### config.mk
export PLATFORM = sky130hd
export DESIGN_NAME = video_frame_proof_sequencer_unit
export DESIGN_NICKNAME = d
export VERILOG_FILES = /design/src/sv/vfps_pkg.sv /design/src/sv/vfps_csr.sv /design/src/sv/vfps_engine.sv /design/src/sv/video_frame_proof_sequencer_unit.sv
export SDC_FILE = /design/constraint.sdc
export NUM_CORES = 1
export LEC_CHECK = 0
export ABC_AREA = 1
export BUFFER_PORTS_ARGS = -buffer_cell sky130_fd_sc_hd__buf_4
export CAP_MARGIN = 5
export CORE_UTILIZATION = 58
export CTS_CLUSTER_SIZE = 8
export DETAILED_ROUTE_END_ITERATION = 7
export PLACE_DENSITY = 0.8
export SLEW_MARGIN = 20
export SYNTH_ARGS = -nofsm -noshare
export SYNTH_HDL_FRONTEND = slang
export SYNTH_HIERARCHICAL = 1
export SYNTH_SLANG_ARGS = --single-unit
### constraint.sdc
create_clock -name clock -period 6.2 [get_ports clock]
set_input_delay 1.24 -clock clock [delete_from_list [all_inputs] [get_ports clock]]
set_output_delay 1.24 -clock clock [all_outputs]
set_load 0.1 [all_outputs]
### src/sv/vfps_pkg.sv
`timescale 1ns / 1ps
// vfps_pkg: types, event codes and milestone codes for the frame proof sequencer
// used by every module of the block; depends on nothing

package vfps_pkg;

   localparam int unsigned OP_WIDTH        = 4;
   localparam int unsigned DATA_WIDTH      = 32;
   localparam int unsigned MS_WIDTH        = 2;
   localparam int unsigned CSR_INDEX_WIDTH = 1;

   localparam logic [OP_WIDTH-1:0] OP_START      = 4'd0;
   localparam logic [OP_WIDTH-1:0] OP_STOP       = 4'd1;
   localparam logic [OP_WIDTH-1:0] OP_SELECT     = 4'd2;
   localparam logic [OP_WIDTH-1:0] OP_INPUT_RES  = 4'd3;
   localparam logic [OP_WIDTH-1:0] OP_DECODED    = 4'd4;
   localparam logic [OP_WIDTH-1:0] OP_RSV_OUTPUT = 4'd5;
   localparam logic [OP_WIDTH-1:0] OP_OUTPUT_RES = 4'd6;
   localparam logic [OP_WIDTH-1:0] OP_ENCODED    = 4'd7;
   localparam logic [OP_WIDTH-1:0] OP_RSV_MS     = 4'd8;
   localparam logic [OP_WIDTH-1:0] OP_COMMIT_MS  = 4'd9;

   localparam logic [MS_WIDTH-1:0] MS_NONE    = 2'd0;
   localparam logic [MS_WIDTH-1:0] MS_INPUT   = 2'd1;
   localparam logic [MS_WIDTH-1:0] MS_DECODED = 2'd2;
   localparam logic [MS_WIDTH-1:0] MS_ENCODED = 2'd3;

   localparam logic [CSR_INDEX_WIDTH-1:0] CSR_SOURCE_GEN = 1'd0;
   localparam logic [CSR_INDEX_WIDTH-1:0] CSR_WATERMARK  = 1'd1;

   typedef struct packed {
      logic [OP_WIDTH-1:0]   op;
      logic [DATA_WIDTH-1:0] generation;
      logic [DATA_WIDTH-1:0] sequence_req;
      logic                  is_keyframe;
      logic                  ok;
      logic [MS_WIDTH-1:0]   milestone_in;
   } req_word_type;

   typedef struct packed {
      logic                accepted;
      logic [MS_WIDTH-1:0] milestone_out;
      logic                armed;
      logic                complete;
   } rsp_word_type;

   typedef struct packed {
      logic [DATA_WIDTH-1:0] expected_gen;
      logic [DATA_WIDTH-1:0] watermark;
   } cfg_type;

endpackage

### src/sv/vfps_csr.sv
`timescale 1ns / 1ps
// vfps_csr: source generation and watermark registers behind the csr write port
// depends on vfps_pkg

module vfps_csr
   import vfps_pkg::*;
(
   input  logic                       clock,
   input  logic                       reset,
   input  logic                       csr_valid,
   output logic                       csr_ready,
   input  logic [CSR_INDEX_WIDTH-1:0] csr_index,
   input  logic [DATA_WIDTH-1:0]      csr_data,
   output cfg_type                    cfg
);

   logic [DATA_WIDTH-1:0] source_gen_ff;
   logic [DATA_WIDTH-1:0] source_gen_in;
   logic [DATA_WIDTH-1:0] watermark_ff;
   logic [DATA_WIDTH-1:0] watermark_in;
   logic                  write_en;

   assign csr_ready = !reset;
   assign write_en  = csr_valid && csr_ready;

   always_comb begin
      source_gen_in = source_gen_ff;
      watermark_in  = watermark_ff;
      if (write_en) begin
         unique case (csr_index)
            CSR_SOURCE_GEN: source_gen_in = csr_data;
            CSR_WATERMARK:  watermark_in  = csr_data;
            default: begin
               source_gen_in = source_gen_ff;
            end
         endcase
      end
   end

   always_ff @(posedge clock) begin
      if (reset) begin
         source_gen_ff <= '0;
         watermark_ff  <= '0;
      end else begin
         source_gen_ff <= source_gen_in;
         watermark_ff  <= watermark_in;
      end
   end

   assign cfg.expected_gen = source_gen_ff;
   assign cfg.watermark    = watermark_ff;

endmodule

### src/sv/vfps_engine.sv
`timescale 1ns / 1ps
// vfps_engine: sequencer state and the per-event update and result logic
// depends on vfps_pkg

module vfps_engine
   import vfps_pkg::*;
(
   input  logic         clock,
   input  logic         reset,
   input  logic         fire,
   input  req_word_type word,
   input  cfg_type      cfg,
   output rsp_word_type result
);

   logic                  active_ff,    active_in;
   logic [DATA_WIDTH-1:0] chosen_ff,    chosen_in;
   logic                  input_ff,     input_in;
   logic                  decode_ff,    decode_in;
   logic                  out_held_ff,  out_held_in;
   logic                  out_done_ff,  out_done_in;
   logic                  encode_ff,    encode_in;
   logic [MS_WIDTH-1:0]   committed_ff, committed_in;
   logic [MS_WIDTH-1:0]   reserved_ff,  reserved_in;
   logic                  acc;
   logic [MS_WIDTH-1:0]   ms_out;
   logic                  none_chosen;

   assign none_chosen = (chosen_ff == '0);

   always_comb begin
      active_in    = active_ff;
      chosen_in    = chosen_ff;
      input_in     = input_ff;
      decode_in    = decode_ff;
      out_held_in  = out_held_ff;
      out_done_in  = out_done_ff;
      encode_in    = encode_ff;
      committed_in = committed_ff;
      reserved_in  = reserved_ff;
      acc          = 1'b0;
      ms_out       = MS_NONE;
      priority if (word.op == OP_START) begin
         chosen_in    = '0;
         input_in     = 1'b0;
         decode_in    = 1'b0;
         out_held_in  = 1'b0;
         out_done_in  = 1'b0;
         encode_in    = 1'b0;
         committed_in = MS_NONE;
         reserved_in  = MS_NONE;
         active_in    = (cfg.expected_gen != '0) && (cfg.watermark != '0);
         acc          = active_in;
      end else if (word.op == OP_STOP) begin
         active_in = 1'b0;
         acc       = 1'b1;
      end else if (word.op <= OP_COMMIT_MS && active_ff) begin
         unique case (word.op)
            OP_SELECT: begin
               if (word.generation != cfg.expected_gen) begin
                  active_in = 1'b0;
               end else if (none_chosen && word.is_keyframe &&
                            word.sequence_req > cfg.watermark) begin
                  chosen_in = word.sequence_req;
                  acc       = 1'b1;
               end
            end
            OP_INPUT_RES: begin
               if (!word.ok || none_chosen || input_ff) begin
                  active_in = 1'b0;
               end else begin
                  input_in = 1'b1;
                  acc      = 1'b1;
               end
            end
            OP_DECODED: begin
               if (!word.ok || none_chosen || decode_ff) begin
                  active_in = 1'b0;
               end else begin
                  decode_in = 1'b1;
                  acc       = 1'b1;
               end
            end
            OP_RSV_OUTPUT: begin
               if (!out_held_ff && committed_ff == MS_DECODED) begin
                  out_held_in = 1'b1;
                  acc         = 1'b1;
               end
            end
            OP_OUTPUT_RES: begin
               if (!word.ok || !out_held_ff || out_done_ff) begin
                  active_in = 1'b0;
               end else begin
                  out_done_in = 1'b1;
                  acc         = 1'b1;
               end
            end
            OP_ENCODED: begin
               if (!word.ok || !out_held_ff || encode_ff) begin
                  active_in = 1'b0;
               end else begin
                  encode_in = 1'b1;
                  acc       = 1'b1;
               end
            end
            OP_RSV_MS: begin
               if (reserved_ff == MS_NONE) begin
                  priority if (committed_ff == MS_NONE && input_ff) begin
                     reserved_in = MS_INPUT;
                  end else if (committed_ff == MS_INPUT && decode_ff) begin
                     reserved_in = MS_DECODED;
                  end else if (committed_ff == MS_DECODED && out_done_ff && encode_ff) begin
                     reserved_in = MS_ENCODED;
                  end else begin
                     reserved_in = MS_NONE;
                  end
                  ms_out = reserved_in;
                  acc    = (reserved_in != MS_NONE);
               end
            end
            default: begin
               // commit
               if (!word.ok || word.milestone_in == MS_NONE ||
                   word.milestone_in != reserved_ff) begin
                  active_in = 1'b0;
               end else begin
                  committed_in = word.milestone_in;
                  reserved_in  = MS_NONE;
                  acc          = 1'b1;
               end
            end
         endcase
      end else begin
         acc = 1'b0;
      end
   end

   always_ff @(posedge clock) begin
      if (reset) begin
         active_ff    <= 1'b0;
         chosen_ff    <= '0;
         input_ff     <= 1'b0;
         decode_ff    <= 1'b0;
         out_held_ff  <= 1'b0;
         out_done_ff  <= 1'b0;
         encode_ff    <= 1'b0;
         committed_ff <= MS_NONE;
         reserved_ff  <= MS_NONE;
      end else if (fire) begin
         active_ff    <= active_in;
         chosen_ff    <= chosen_in;
         input_ff     <= input_in;
         decode_ff    <= decode_in;
         out_held_ff  <= out_held_in;
         out_done_ff  <= out_done_in;
         encode_ff    <= encode_in;
         committed_ff <= committed_in;
         reserved_ff  <= reserved_in;
      end
   end

   assign result.accepted      = acc;
   assign result.milestone_out = ms_out;
   assign result.armed         = active_in;
   assign result.complete      = active_in && (committed_in == MS_ENCODED);

endmodule

### src/sv/video_frame_proof_sequencer_unit.sv
`timescale 1ns / 1ps
// video_frame_proof_sequencer_unit: top level of the frame proof sequencer
// depends on vfps_pkg, vfps_csr and vfps_engine
//
// usage
//  req channel: one event word per accepted cycle (req_valid high, req_stall low)
//  rsp channel: one result word per event, in event order (rsp_valid, rsp_stall)
//  csr channel: writes source generation (index 0) or watermark (index 1);
//   write only while no event is in flight
//  path: an accepted event waits in the input register until the result
//   register is free, then rsp_valid rises with its result word
//  throughput: one event per cycle while rsp_stall is low; the input register and the result
//   register are separate, so a new event is taken while a result waits
//  the state update is 32-bit compares and flag logic between the input
//   register and the result register, and sets the single-cycle rate
//  reset: clears the sequencer state, both csr registers and both valid
//   flags; req_stall is high and csr_ready low during reset
//  stall: while rsp_stall holds a result, one more event is buffered in the
//   input register, after which req_stall rises

module video_frame_proof_sequencer_unit
   import vfps_pkg::*;
(
   input  logic                       clock,
   input  logic                       reset,
   input  logic                       req_valid,
   output logic                       req_stall,
   input  req_word_type               req_word,
   output logic                       rsp_valid,
   input  logic                       rsp_stall,
   output rsp_word_type               rsp_word,
   input  logic                       csr_valid,
   output logic                       csr_ready,
   input  logic [CSR_INDEX_WIDTH-1:0] csr_index,
   input  logic [DATA_WIDTH-1:0]      csr_data
);

   cfg_type      cfg;
   rsp_word_type result;
   logic         in_valid_ff,  in_valid_in;
   req_word_type in_word_ff;
   logic         out_valid_ff, out_valid_in;
   rsp_word_type out_word_ff;
   logic         advance;
   logic         take;

   vfps_csr u_csr (
      .clock     (clock),
      .reset     (reset),
      .csr_valid (csr_valid),
      .csr_ready (csr_ready),
      .csr_index (csr_index),
      .csr_data  (csr_data),
      .cfg       (cfg)
   );

   vfps_engine u_engine (
      .clock  (clock),
      .reset  (reset),
      .fire   (advance),
      .word   (in_word_ff),
      .cfg    (cfg),
      .result (result)
   );

   assign advance   = in_valid_ff && (!out_valid_ff || !rsp_stall);
   assign req_stall = reset || (in_valid_ff && !advance);
   assign take      = req_valid && !req_stall;

   always_comb begin
      in_valid_in  = in_valid_ff;
      out_valid_in = out_valid_ff;
      if (take) begin
         in_valid_in = 1'b1;
      end else if (advance) begin
         in_valid_in = 1'b0;
      end
      if (advance) begin
         out_valid_in = 1'b1;
      end else if (!rsp_stall) begin
         out_valid_in = 1'b0;
      end
   end

   always_ff @(posedge clock) begin
      if (reset) begin
         in_valid_ff  <= 1'b0;
         out_valid_ff <= 1'b0;
      end else begin
         in_valid_ff  <= in_valid_in;
         out_valid_ff <= out_valid_in;
      end
      if (take) begin
         in_word_ff <= req_word;
      end
      if (advance) begin
         out_word_ff <= result;
      end
   end

   assign rsp_valid = out_valid_ff;
   assign rsp_word  = out_word_ff;

endmodule

==> flow_metrics.env <==
export IMPL_finalNonFillerCells=1518
export IMPL_r2r_start="in_word_ff[7]"
export IMPL_hold_path_class="reg -> reg"
export IMPL_worst_ep_arrival_time_ns=3.81
export IMPL_hold_viol=0
export IMPL_r2r_cells=11
export IMPL_setup_violations=0
export IMPL_finClkSkew_ns=0.01097
export IMPL_place_gp_congestion=0.9170
export IMPL_io_pins=118
export IMPL_worstSetupPathType="reg -> reg"
export IMPL_hp_start="u_engine/chosen_ff[13]"
export IMPL_path_clk_slew_ns=0.07
export IMPL_insertion_delay_ns=0.44
export IMPL_switching_power_w=0.0006624
export IMPL_cpPeakStageDelay_ns=0.84
export IMPL_tns_ns=0
export IMPL_post_cts_resized=0
export IMPL_hold_slack_ns=0.4822
export IMPL_antenna_found_initial=0
export IMPL_routed_via_count=7879
export IMPL_crit_fanout=33
export IMPL_synth_top_cells_by_area="edfxtp_1 (25%), dfxtp_1 (23%), nand2_1 (11%), inv_1 (8.0%), nor2_1 (7.0%)"
export IMPL_critical_path_startpoint_type="register"
export IMPL_outcome="finished, final reports clean"
export IMPL_reg2reg_setup_slack_ns=2.71
export IMPL_crit_chain="ha_1 > nand2_1 > nor2_1 > nand2_1 > nor2_1 > nand2_1 > nand3_2 > nor3_4 > nand3_2 > o21ai_0 > nor2_1"
export IMPL_postSynthRegisterBits=185
export IMPL_relSlewSlack_pct=31.05
export IMPL_initial_utilization_pct=59.26
export IMPL_coreArea_um2=15830
export IMPL_post_drt_via_cell_ratio=5.190
export IMPL_p_leak_nw=4.813
export IMPL_holdPathEnd="u_engine/chosen_ff[13]"
export IMPL_synth_main_ff_cell="dfxtp_1"
export IMPL_grt_use_total_pct=25.77
export IMPL_cts_tree="built"
export IMPL_diodes=0
export IMPL_synth_area_um2=9379
export IMPL_power_frac_comb_pct=11.1
export IMPL_p_per_area_nw_per_um2=251.6
export IMPL_clkPwrFrac_pct=38.7
export IMPL_clock_sinks=185
export IMPL_hold_depth=2
export IMPL_cap_violations=0
export IMPL_cts_buffers=17
export IMPL_fin_util_pct=67.88
export IMPL_crit_family="simple AND/OR/NAND/NOR gates"
export IMPL_async_flop_share_pct=0
export IMPL_synthToLayoutAreaGrowth_pct=14.55
export IMPL_drt_total_wl_um=20950
export IMPL_internal_power_w=0.002041
export IMPL_ir_worst_vdd_v=0.0002214
export IMPL_die_x_um=129.2
export IMPL_grt_pass1_wl_um=33050
export IMPL_synthCells=1203
export IMPL_synth_edf_count=77
export IMPL_synth_area_leader_cell="edfxtp_1"
export IMPL_drcViolationCount=0
export IMPL_port_buffers=117
export IMPL_grt_pass1_vias=6852
export IMPL_dieHeight_um=129.2
export IMPL_grt_overflow=0
export IMPL_dr_pass1_iters=5
export IMPL_final_antenna_net_count=0
export IMPL_drv_slew=0
export IMPL_grt_max_degree=76
export IMPL_nets=1431
export IMPL_dp_cells=1485
export IMPL_die_area_um2=16680
export IMPL_design_area_um2=10740
export IMPL_synth_top_area_share_pct=24.65
export IMPL_rsz0062_at_grt="false"
export IMPL_post_cts_buffers=0
export IMPL_synth_seq_area_share_pct=47.71
export IMPL_ys_types=40
export IMPL_max_freq_mhz=286.5
export IMPL_cp_num_buf_inv=0
export IMPL_drive_above_1_share_pct=13.06
export IMPL_tightestPinTransition_ns=1.031
export IMPL_num_rows=46
export IMPL_wl_per_cell_um=13.80
export IMPL_cts_htree_levels=4
export IMPL_clk_path_buf_depth=2
export IMPL_critPathRequiredTime_ns=6.52
export IMPL_r2r_end="u_engine/chosen_ff[4]"
export IMPL_first_iter_violations=624
export IMPL_post_route_period_util_pct=56.29
export IMPL_end_kind="register"
export IMPL_switching_share_pct=24.51
export IMPL_dpl_cell_area_um2=10160
export IMPL_syn_num_nets=1345
export IMPL_syn_area_per_cell_um2=7.796
export IMPL_fin_crit_ns=3.490
export IMPL_clockRootBuffer="clkbuf_16"
export IMPL_hold_buffers=0
export IMPL_yosysWarnings=6
export IMPL_p_seq_share_pct=50.1
export IMPL_critPathSlowestCell="nor3_4"
export IMPL_hpwl_um=14730
layout make-up:
cell class | instances | area (µm²)
fillers | 1319 | 5084
flip-flops and latches | 185 | 4474
multi-input cells | 758 | 3737
repair buffers | 124 | 943.4
inverters | 203 | 762.0
clock buffers | 24 | 461.7
well taps | 216 | 270.3
clock inverters | 8 | 95.09
sequential cells by signal, summed over array words and instances, names as in the netlist:
register	flops
u_engine/decode_ff	1
u_engine/reserved_ff	2
u_engine/encode_ff	1
rsp_valid	1
in_valid_ff	1
u_engine/active_ff	1
u_engine/committed_ff	2
u_engine/out_held_ff	1
u_engine/chosen_ff	32
in_word_ff	72
u_engine/input_ff	1
u_engine/out_done_ff	1
u_csr/watermark_ff	32
rsp_word	5
u_csr/source_gen_ff	32
placed cells by master, fill, tap and decap left out, drive strengths merged, types with 32 or more instances in the layout:
master,instances
a21oi,53
buf,124
dfxtp,108
edfxtp,77
ha,32
inv,204
nand2,284
nand3,49
nand4,102
nor2,181
metal layers:
layer | track usage (%) | vias to the layer above | wire (µm)
li1 | - | 4029 | -
met1 | 34.18 | 3525 | 9355
met2 | 41.08 | 277 | 9762
met3 | 4.666 | 48 | 1173
met4 | 11.90 | 0 | 657
met5 | 0 | - | 0
power by group through the flow:
stage	clock, W	combinational, W	sequential [W]
CTS	0.00106	0.000297	0.00136
finish	0.00105	0.000301	0.00136
floorplan	0	0.000189	0.00138
global route	0.00111	0.000335	0.00136
detailed placement	0	0.000294	0.00138
global placement	0	0.000288	0.00138
logic make-up (layout without fill, tap and decap cells):
logic type                 count (synthesis)  after routing  share of synthesized area (%)
DFF                                      185            185                          47.71
and+or+nand+nor                          637            637                          29.94
AOI/OAI and AO/OA                         77             77                          4.389
xor gates and xnor gates                  12             12                          1.121
adders and majority gates                 32             32                          4.269
buffers and inverters                    260            359                          12.58
tightest hold or removal path: stages, from the launching register on:
cell     delay [ns]
dfxtp_1        0.31
nand3_1        0.07
a21oi_1        0.05
worst max-delay path by stage:
| stage | start | to | cells after the start |
|---|---|---|---|
| floorplan | rsp_stall | in_word_ff[0] | 3 |
| global placement | rsp_stall | u_engine/chosen_ff[7] | 12 |
| detailed placement | reset | u_csr/watermark_ff[25] | 6 |
| CTS | in_word_ff[31] | u_engine/chosen_ff[6] | 12 |
| global route | in_word_ff[71] | u_engine/chosen_ff[5] | 11 |
| finish | in_word_ff[7] | u_engine/chosen_ff[4] | 11 |
synth_stat cells, types with 2 or more instances:
cell type,number
nand3_2,5
nand2_1,283
nor2_1,175
buf_4,4
buf_6,5
ha_1,32
inv_2,3
clkbuf_1,5
dfxtp_1,108
nor3_1,5
o21ai_0,14
edfxtp_1,77
xnor2_1,11
nand4_1,102
o21ai_1,2
o21a_1,3
buf_2,31
nand3_1,44
a21oi_1,52
or2_2,2
inv_1,200
nor2_2,6
nor4_1,11
buf_12,2
clkbuf_8,6
stage by stage:
step                setup WS, ns  power (W)
floorplan                 0.8760   0.001572
global route               2.362   0.002803
finish                     2.710   0.002703
CTS                        2.796   0.002713
global placement           2.751   0.001669
detailed placement         2.692   0.001676
No activity file was read; power rests on OpenSTA's default activity.
